## config.mk

```make
export PLATFORM = sky130hd
export DESIGN_NAME = srt_cmp
export DESIGN_NICKNAME = d
export VERILOG_FILES = /design/src/rtl/srt_pkg.sv /design/src/rtl/srt_cmp.sv
export SDC_FILE = /design/constraint.sdc
export NUM_CORES = 1
export LEC_CHECK = 0
export BUFFER_PORTS_ARGS = -buffer_cell sky130_fd_sc_hd__buf_2
export CAP_MARGIN = 20
export CORE_MARGIN = 2
export CORE_UTILIZATION = 30
export DETAILED_ROUTE_END_ITERATION = 6
export GPL_TIMING_DRIVEN = 0
export PLACE_DENSITY = 0.63
export REMOVE_ABC_BUFFERS = 1
export SYNTH_ARGS = -nofsm -noshare
export SYNTH_HDL_FRONTEND = slang
export SYNTH_SLANG_ARGS = --single-unit
```

## constraint.sdc

```tcl
create_clock -name vclk -period 6.5
set_clock_uncertainty 0.05 [all_clocks]
set_input_delay 1.3 -clock vclk [all_inputs]
set_output_delay 1.3 -clock vclk [all_outputs]
set_load 0.03 [all_outputs]
```

## src/rtl/srt_pkg.sv

```systemverilog
// Shared constants, codes and types for the sorted region table.
package srt_pkg;

  localparam int TABLE_ENTRIES = 64;
  localparam int IDX_W         = $clog2(TABLE_ENTRIES);
  localparam int CNT_W         = $clog2(TABLE_ENTRIES + 1);
  localparam int PAGE_SHIFT    = 12;

  localparam int FUNC_W   = 2;
  localparam int STATUS_W = 2;
  localparam int ADDR_W   = 48;
  localparam int PHYS_W   = 52;
  localparam int PAGES_W  = 24;
  localparam int TYPE_W   = 16;
  localparam int FLAGS_W  = 16;
  localparam int END_W    = ADDR_W + 1;

  // operation codes
  localparam logic [FUNC_W-1:0] FN_INSERT = 2'd0;
  localparam logic [FUNC_W-1:0] FN_DELETE = 2'd1;
  localparam logic [FUNC_W-1:0] FN_FIND   = 2'd2;
  localparam logic [FUNC_W-1:0] FN_NONE   = 2'd3;

  // status codes
  localparam logic [STATUS_W-1:0] ST_OK        = 2'd0;
  localparam logic [STATUS_W-1:0] ST_OVERLAP   = 2'd1;
  localparam logic [STATUS_W-1:0] ST_NOT_FOUND = 2'd2;
  localparam logic [STATUS_W-1:0] ST_FULL      = 2'd3;

  typedef struct packed {
    logic [ADDR_W-1:0]  base;
    logic [PHYS_W-1:0]  phys;
    logic [PAGES_W-1:0] pages;
    logic [TYPE_W-1:0]  kind;
    logic [FLAGS_W-1:0] bits;
  } entry_t;

  typedef struct packed {
    logic match;    // entry satisfies the search of the current operation
    logic overlap;  // entry base lies below the end of the region being inserted
  } cmp_t;

endpackage

```

## src/rtl/srt_cmp.sv

```systemverilog
// Shared compare unit: tests one stored entry against the current key.
module srt_cmp (
  input  logic [srt_pkg::FUNC_W-1:0] func,
  input  srt_pkg::entry_t            ent,
  input  logic [srt_pkg::ADDR_W-1:0] key,
  input  logic [srt_pkg::END_W-1:0]  key_end,
  output srt_pkg::cmp_t              res
);
  import srt_pkg::*;

  logic [END_W-1:0] ent_base_x;
  logic [END_W-1:0] ent_end;

  assign ent_base_x = {1'b0, ent.base};
  assign ent_end    = ent_base_x + END_W'({ent.pages, {PAGE_SHIFT{1'b0}}});

  always_comb begin
    res         = '0;
    res.overlap = ent_base_x < key_end;
    unique case (func)
      FN_INSERT: res.match = ent.base >= key;
      FN_DELETE: res.match = ent.base == key;
      FN_FIND:   res.match = (ent.base <= key) && (ent_end > {1'b0, key});
      default:   res.match = 1'b0;
    endcase
  end

endmodule

```

==> results of run 1 <==
[cells by family after synthesis]
family                   Yosys count  synth area share (%)
AO/OA/AOI/OAI                    175                 25.66
AND/OR/NAND/NOR                  153                 16.41
multiplexers                       1                0.2139
buffers and inverters            116                 9.489
XOR/XNOR                          34                 6.362
adder cells (fa/ha/maj)          156                 41.86
[per-layer routing]
metal	wire length, um	vias up	share of wire, %	global-route usage [%]
met5	0	-	0	0
met2	6680	93	48	29.79
met4	110	0	0.80	1.151
met3	478	8	3.5	0.7900
li1	-	2666	-	-
met1	6541	2170	47	21.48
[layout make-up]
class | count | area (sq um)
Fill cell | 1633 | 9130
Inverter | 113 | 424.2
Multi-Input combinational cell | 519 | 4434
Timing Repair Buffer | 184 | 978.4
Tap cell | 188 | 235.2
[cells in the mapped netlist, types with 2 or more instances]
| library cell | instances |
|---|---|
| o21a_1 | 7 |
| a31oi_1 | 4 |
| nor2_1 | 31 |
| xor2_1 | 13 |
| nand3_1 | 19 |
| o21ai_1 | 2 |
| o21ai_0 | 26 |
| a21oi_2 | 3 |
| nand2b_1 | 6 |
| and4_1 | 2 |
| nor4_1 | 3 |
| a211oi_1 | 19 |
| nor2b_1 | 4 |
| nand4_1 | 26 |
| o2111ai_1 | 2 |
| inv_1 | 113 |
| xnor2_1 | 21 |
| ha_1 | 155 |
| or4_1 | 4 |
| a21oi_1 | 48 |
| or3_1 | 2 |
| and3_1 | 5 |
| o21bai_1 | 5 |
| nor3_1 | 7 |
| a21o_1 | 32 |
| o211ai_1 | 6 |
| nand2_1 | 40 |
[stage by stage]
step / instances / setup WS (ps) / setup TNS, ps / cell area [sq um]
after floorplan: 632 / 49.79 / 0 / 4661
after global placement: 993 / -779.5 / -779.5 / 5762
after detailed placement: 993 / -796.9 / -796.9 / 5762
after CTS: 999 / -140.5 / -140.5 / 5943
after global routing: 1004 / -289.2 / -289.2 / 6072
final: 1004 / -40.01 / -40.01 / 6072
[report_power, final]
part,leakage (nW),switching (W),internal [W]
Combinational,3.42,0.000252,0.000226
Clock,0,0,0
Sequential,0,0,0
Total,3.42,0.000252,0.000226
[timing repair]
action | 4_1_cts | 5_1_grt
pin swaps | 33 | 14
setup buffers | 6 | 5
resized for setup | 31 | 16
endpoints found under the setup margin | 1 | 1
hold endpoints to repair | 0 | 0
[worst min-delay path by stage]
stage,endpoint,slack [ps],cells after the start
3_3_place_gp,res[1],2980,4
2_1_floorplan,res[1],2810,2
6_report,res[1],2940,4
3_5_place_dp,res[1],2970,4
5_1_grt,res[1],2970,4
4_1_cts,res[1],2940,4
==> run metrics, run 1 <==
outcome=finished, violations left; failing checks=setup timing; die area=16620 sq um; initial core utilization=30.79%; GPL Wtd Cong=0.8496; slowest CP cell=or4_4; most common cell after layout, fill and taps aside=buf_2; CP Cell Sequence=buf_2 > ha_2 > a21o_4 > a211oi_4 > o31ai_4 > a31oi_4 > nand2b_1 > a21boi_1 > or2_1 > xor2_1 > ha_1 > a21oi_1 > nor2_1 > a211oi_1 > o22ai_1 > or4_4 > a211oi_2 > o32ai_2 > o211a_1 > buf_6; vias in the first global route=4823; critical path depth=20; worst-margin pin slew=441.5 ps; Antenna Violating Nets Remaining=0; DRC=0; diodes inserted=0; vias per cell=4.917; Die H=128.9 um; global route total overflow=0; Final Slew Violations=0; PD cells=78.72 nW/um^2; CP Capture Type=output pin; DR vias=4937; hold_sp=func[0]; Critical Path Sink=res[1]; Seq. cell area=0 sq um; commonest non-fill, non-tap cells in the layout=buf_2 (170), ha_1 (151), inv_1 (112), a21oi_1 (46), nand2_1 (40); fin crit period=6540 ps; Yosys top cell area share=41.43%; count of different cell masters after synthesis=57; final worst-path cycle share=100.6%; CP arrival=5190 ps; min-delay worst type=in2out; final core utilization=39.94%; drt first pass iters=4; Post-Route WL=13.81 mm; Worst setup SP type=input port; Total Nets Final=1229; FP Rows=45; layout cell share with drive strength beyond 1=27.33%; crit path launch=ent[124]; Worst VDD drop=0.02959 mV; drt wl/cell=13.76 um; hold-fix buffer count after cts=0; Critical Path Max Stage Delay=560 ps; Die Wd=128.9 um; Synth area leaders=ha_1 (41%), inv_1 (9.1%), a21oi_1 (5.1%); Area Growth Syn to Fin=29.72%; port buffer count=173; Leak=3.415 nW; initial antenna violation count=0; post-route setup slack=-40.01 ps; Max Fclk=152.9 MHz; crit-path max FO=5; Setup-failing EPs final=1; max-cap violations=0; # IOs=257; relative slew slack=70.30%; Worst EP required=5150 ps; global-route wire length before repair=21.92 mm; mean post-synth cell area=7.371 sq um; setup repair after global routing missed its margin=true; post-synth top area cell=ha_1; Mapped Cells=635; Core Area=15200 sq um; Top Family by Delay on Critical Path=compound AO/OA/AOI/OAI gates; total power=0.0004780 W; Critical path buffers and inverters=2; initial DRC count=138; cell area after synthesis=4681 sq um; sequential share of the synthesized area=0%; GRT Total Usage=16.09%; synth warn=0; # clk buffers=0; largest net degree at the start of global routing=9; Fin. Hold Viols=0; kind of critical path=in2out; Hold Worst Slack=2938 ps; FFs & Latches=0; Detailed Place HPWL=12.67 mm
No activity file was read; power rests on OpenSTA's default activity.
==> run 2: changes to the inputs <==
--- a/config.mk
+++ b/config.mk
@@ -6,12 +6,12 @@
 export NUM_CORES = 1
 export LEC_CHECK = 0
 export BUFFER_PORTS_ARGS = -buffer_cell sky130_fd_sc_hd__buf_2
-export CAP_MARGIN = 20
+export CAP_MARGIN = 40
 export CORE_MARGIN = 2
 export CORE_UTILIZATION = 30
 export DETAILED_ROUTE_END_ITERATION = 6
 export GPL_TIMING_DRIVEN = 0
-export PLACE_DENSITY = 0.63
+export PLACE_DENSITY = 0.61
 export REMOVE_ABC_BUFFERS = 1
 export SYNTH_ARGS = -nofsm -noshare
 export SYNTH_HDL_FRONTEND = slang
==> constraint.sdc (replaced) <==
create_clock -name vclk -period 8
set_clock_uncertainty 0.05 [all_clocks]
set_input_delay 1.6 -clock vclk [all_inputs]
set_output_delay 1.6 -clock vclk [all_outputs]
set_load 0.03 [all_outputs]
==> run 2 against run 1 <==
Net effect:
- the run now ends clean
- count of clock-buffer cells in the layout unchanged
- critical path depth up 3
- via count about the same
- largest cell class unchanged
==> run metrics, run 2 (synthesis gave the netlist of run 1 again) <==
Max Fclk=131.2 MHz; Leak=3.331 nW (-2.5%); DR vias=4933 (-0.081%); layout cell share with drive strength beyond 1=23.20% (-4.1 points); initial DRC count=113 (-18%); relative slew slack=70.48% (+0.18 points); initial antenna violation count=0 (unchanged); Worst EP required=6350 ps (+1200 ps); Die H=128.9 um (unchanged); global route total overflow=0 (unchanged); Fin. Hold Viols=0 (unchanged); global-route wire length before repair=21.40 mm (-2.4%); dpl cell area=5762 sq um (unchanged); Seq. cell area=0 sq um (unchanged); Detailed Place HPWL=12.54 mm (-1.0%); vias per cell=4.963 (+0.92%); GRT Total Usage=15.63% (-0.46 points); worst-margin pin slew=438.8 ps (-2.677 ps); GPL Wtd Cong=0.8537 (+0.48%); # IOs=257 (unchanged); commonest non-fill, non-tap cells in the layout=buf_2 (173), ha_1 (155), inv_1 (113), a21oi_1 (48), nand2_1 (40); Die Wd=128.9 um (unchanged); Placed Cells=993 (unchanged); drt first pass iters=4 (unchanged); Final Slew Violations=0 (unchanged); PD cells=62.22 nW/um^2 (-21%); min-delay worst type=in2out; DRC=0 (unchanged); non-filler instance count after layout=994 (-1.0%); FP Rows=45 (unchanged); max-cap violations=0 (unchanged); outcome=complete, no violations; FFs & Latches=0 (unchanged); drt wl/cell=13.60 um (-1.2%); crit-path max FO=6 (+1); fillcell total=1630 (-0.18%); largest net degree at the start of global routing=9 (unchanged); Setup-failing EPs final=0 (-1); Antenna Violating Nets Remaining=0 (unchanged); CP Capture Type=output pin; setup repair after global routing missed its margin=false; setup TNS=0 ps (+40.01 ps); final worst-path cycle share=95.30%; Total Nets Final=1219 (-0.81%); fin area=5774 sq um (-4.9%); CP arrival=5970 ps (+780 ps); # clk buffers=0 (unchanged); most common cell after layout, fill and taps aside=buf_2; Worst VDD drop=0.02206 mV (-25%); Area Growth Syn to Fin=23.36%; Worst setup SP type=input port; final core utilization=37.98% (-2.0 points); Post-Route WL=13.51 mm (-2.2%); vias in the first global route=4760 (-1.3%); fin crit period=7624 ps; diodes inserted=0 (unchanged); port buffer count=173 (unchanged); die area=16620 sq um (unchanged); Core Area=15200 sq um (unchanged); initial core utilization=30.79% (unchanged); kind of critical path=in2out
==> run 2: area by class of cell <==
class                      instances  area, sq um  area share (%)
timing repair buffer             174        873.3           15.12
tap                              188        235.2           4.074
multi-input combinational        519         4242           73.46
inverter                         113        424.2           7.346
==> run 2: timing repair <==
item                       4_1_cts  5_1_grt
hold buffers                     0        0
resized for setup                0        1
setup buffers                    0        1
setup endpoints to repair        0        1
==> run 2: layer usage <==
| metal | global-route usage (%) | vias to the layer above | part of all wire, % |
|---|---|---|---|
| met5 | 0 | - | 0 |
| li1 | - | 2642 | - |
| met2 | 28.94 | 112 | 47 |
| met4 | 1.407 | 0 | 1.1 |
| met1 | 20.83 | 2169 | 48 |
| met3 | 0.6237 | 10 | 3.8 |
==> run 2: worst max-delay path: stages <==
cell and delay (ps):
buf_2 120, ha_1 200, inv_1 70, fa_1 430, nor2b_4 140, o2111ai_1 200
a311oi_2 390, a211oi_4 60, buf_4 170, o211ai_1 190, a21o_1 310, nand4_1 160
xnor2_1 150, ha_1 310, nand3_1 90, or3_1 390, nor2_1 160, nand3_1 120
o21ai_1 130, a211oi_1 50, o32ai_1 130, o211a_1 180, buf_2 200
==> run 2: final timing paths <==
path      from      to  slack [ps]  cells after the start
max   ent[120]  res[1]         380                     23
min    func[0]  res[1]        3560                      4
==> run 2: where the power goes <==
part	internal (W)	total (W)	switching (W)	leakage (nW)
clock network	0	0	0	0
logic	0.000167	0.000359	0.000192	3.33
registers	0	0	0	0
total	0.000167	0.000359	0.000192	3.33
==> run 2: through the flow <==
stage | worst slack [ps] | total power [W] | hold WS, ps
final | 375.9 | 0.0003593 | 3558
after global routing | 80.15 | 0.0004147 | 3601
after CTS | 115.1 | 0.0003621 | 3566
after detailed placement | 130.9 | 0.0003592 | 3564
after global placement | 144.0 | 0.0003560 | 3568
after floorplan | 949.8 | 0.0002427 | 3410
==> run 3: changes to the inputs <==
--- a/config.mk
+++ b/config.mk
@@ -6,12 +6,13 @@
 export NUM_CORES = 1
 export LEC_CHECK = 0
 export BUFFER_PORTS_ARGS = -buffer_cell sky130_fd_sc_hd__buf_2
-export CAP_MARGIN = 40
-export CORE_MARGIN = 2
+export CELL_PAD_IN_SITES_DETAIL_PLACEMENT = 1
+export CELL_PAD_IN_SITES_GLOBAL_PLACEMENT = 1
+export CORE_MARGIN = 5
 export CORE_UTILIZATION = 30
 export DETAILED_ROUTE_END_ITERATION = 6
 export GPL_TIMING_DRIVEN = 0
-export PLACE_DENSITY = 0.61
+export PLACE_DENSITY = 0.83
 export REMOVE_ABC_BUFFERS = 1
 export SYNTH_ARGS = -nofsm -noshare
 export SYNTH_HDL_FRONTEND = slang
==> run 3 against run 2 <==
Net effect:
- global-route usage grew 1.2 points
- worst setup slack lost 5.6 ps
- cell count grew 2.4%
- count of clock-buffer cells in the layout is the same
==> run metrics, run 3 (synthesis gave the netlist of run 1 again) <==
outcome=complete, no violations; Setup-failing EPs final=0 (unchanged); initial DRC count=118 (+4.4%); GPL Wtd Cong=0.8348 (-2.2%); sequential share of power=0% (unchanged); commonest non-fill, non-tap cells in the layout=buf_2 (173), ha_1 (155), inv_1 (113), a21oi_1 (48), nand2_1 (40); final worst-path cycle share=95.37% (about the same); total power=0.0003718 W (+3.5%); GRT Total Usage=16.80% (+1.2 points); Die Wd=134.9 um (+4.7%); initial antenna violation count=1 (+1); Antenna Violating Nets Remaining=0 (unchanged); initial core utilization=30.68% (-0.11 points); kind of critical path=in2out; Multi-input gate area=4253 sq um (+0.27%); Worst setup SP type=input port; dpl cell area=5791 sq um (+0.50%); DRC=0 (unchanged); PD cells=63.92 nW/um^2 (+2.7%); Worst EP required=6350 ps (about the same); Hold Worst Slack=3562 ps (+3.660 ps); die area=18200 sq um (+9.5%); switching share of power=54.53% (+1.0 points); vias per cell=5.043 (+1.6%); Die H=134.9 um (+4.7%); FP Rows=45 (unchanged); CP Capture Type=output pin; drt wl/cell=15.72 um (+16%); Leak=3.341 nW (+0.30%); Int Pwr=0.0001691 W (+1.2%); non-filler instance count after layout=1018 (+2.4%); min-delay worst type=in2out; Final Slew Violations=0 (unchanged); Max Fclk=131.1 MHz (about the same); largest net degree at the start of global routing=9 (unchanged); fin crit period=7630 ps (+5.590 ps); global route total overflow=0 (unchanged); # IOs=257 (unchanged); most common cell after layout, fill and taps aside=buf_2; Worst VDD drop=0.02591 mV (+17%); FFs & Latches=0 (unchanged); fin area=5817 sq um (+0.74%); Total Nets Final=1219 (unchanged); # clk buffers=0 (unchanged); drt first pass iters=4 (unchanged); global-route wire length before repair=25.59 mm (+20%); max-cap violations=0 (unchanged); vias in the first global route=5571 (+17%); port buffer count=173 (unchanged); Fin. Hold Viols=0 (unchanged); Psw=0.0002028 W (+5.5%); Core Area=15260 sq um (+0.37%); DR vias=5134 (+4.1%); layout cell share with drive strength beyond 1=23.45% (+0.25 points); Seq. cell area=0 sq um (unchanged); crit-path max FO=3 (-3); CP arrival=5980 ps (about the same); relative slew slack=66.21% (-4.3 points); Comb pwr share=100.0% (about the same); Post-Route WL=16.00 mm (+18%); Placed Cells=1016 (+2.3%); worst-margin pin slew=502.3 ps (+63.45 ps); fillcell total=2017 (+24%); Area Growth Syn to Fin=24.27%; clock power share=0% (unchanged); Detailed Place HPWL=14.91 mm (+19%)
## run 3: layout make-up
type,instances,area share [%]
Tap cell,211,4.539
Multi-Input combinational cell,519,73.11
Inverter,113,7.292
Timing Repair Buffer,174,15.01
Antenna cell,1,0.04302
## run 3: timing repair
item,4_1_cts,5_1_grt
endpoints found under the setup margin,0,1
setup buffers,0,1
resized for setup,0,5
hold buffers,0,0
## run 3: path summary, 6_finish.rpt
check / cells after the start / slack, ps / endpoint / from
setup / recovery: 22 / 370 / res[1] / ent[120]
hold / removal: 4 / 3560 / res[1] / func[0]
## run 3: routing by layer
metal | wire (um) | global-route usage (%)
met5 | 0 | 0
met4 | 261 | 2.828
met3 | 554 | 1.155
met2 | 8079 | 32.02
met1 | 7106 | 20.81
## run 3: power groups by stage
stage | clock (W) | sequential, W | combinational (W)
final | 0.0000000000167 | 0 | 0.000372
after floorplan | 0 | 0 | 0.000243
after detailed placement | 0 | 0 | 0.000370
after CTS | 0 | 0 | 0.000373
after global placement | 0 | 0 | 0.000357
after global routing | 0.0000000000167 | 0 | 0.000427
## run 3: critical path, cell delays in order
cell,delay [ps]
buf_2,110
ha_1,200
inv_1,70
fa_1,430
nor2b_4,140
o2111ai_1,180
a311oi_2,430
a211oi_4,80
o21ai_2,200
a211o_1,180
a21oi_2,70
xnor2_1,140
ha_1,290
nand4_1,160
or4_4,610
nor3_4,230
nand3_1,120
o21ai_1,140
a211oi_1,60
o32ai_1,140
o211a_1,190
buf_2,210
## run 3: through the flow
stage / util, % / TNS [ps] / worst slack [ps]
detailed placement: 37.95 / 0 / 58.44
finish: 38.12 / 0 / 370.3
CTS: 37.95 / 0 / 45.32
global placement: 37.95 / 0 / 105.9
floorplan: - / 0 / 949.8
global route: 38.12 / -0.7097 / -0.7097
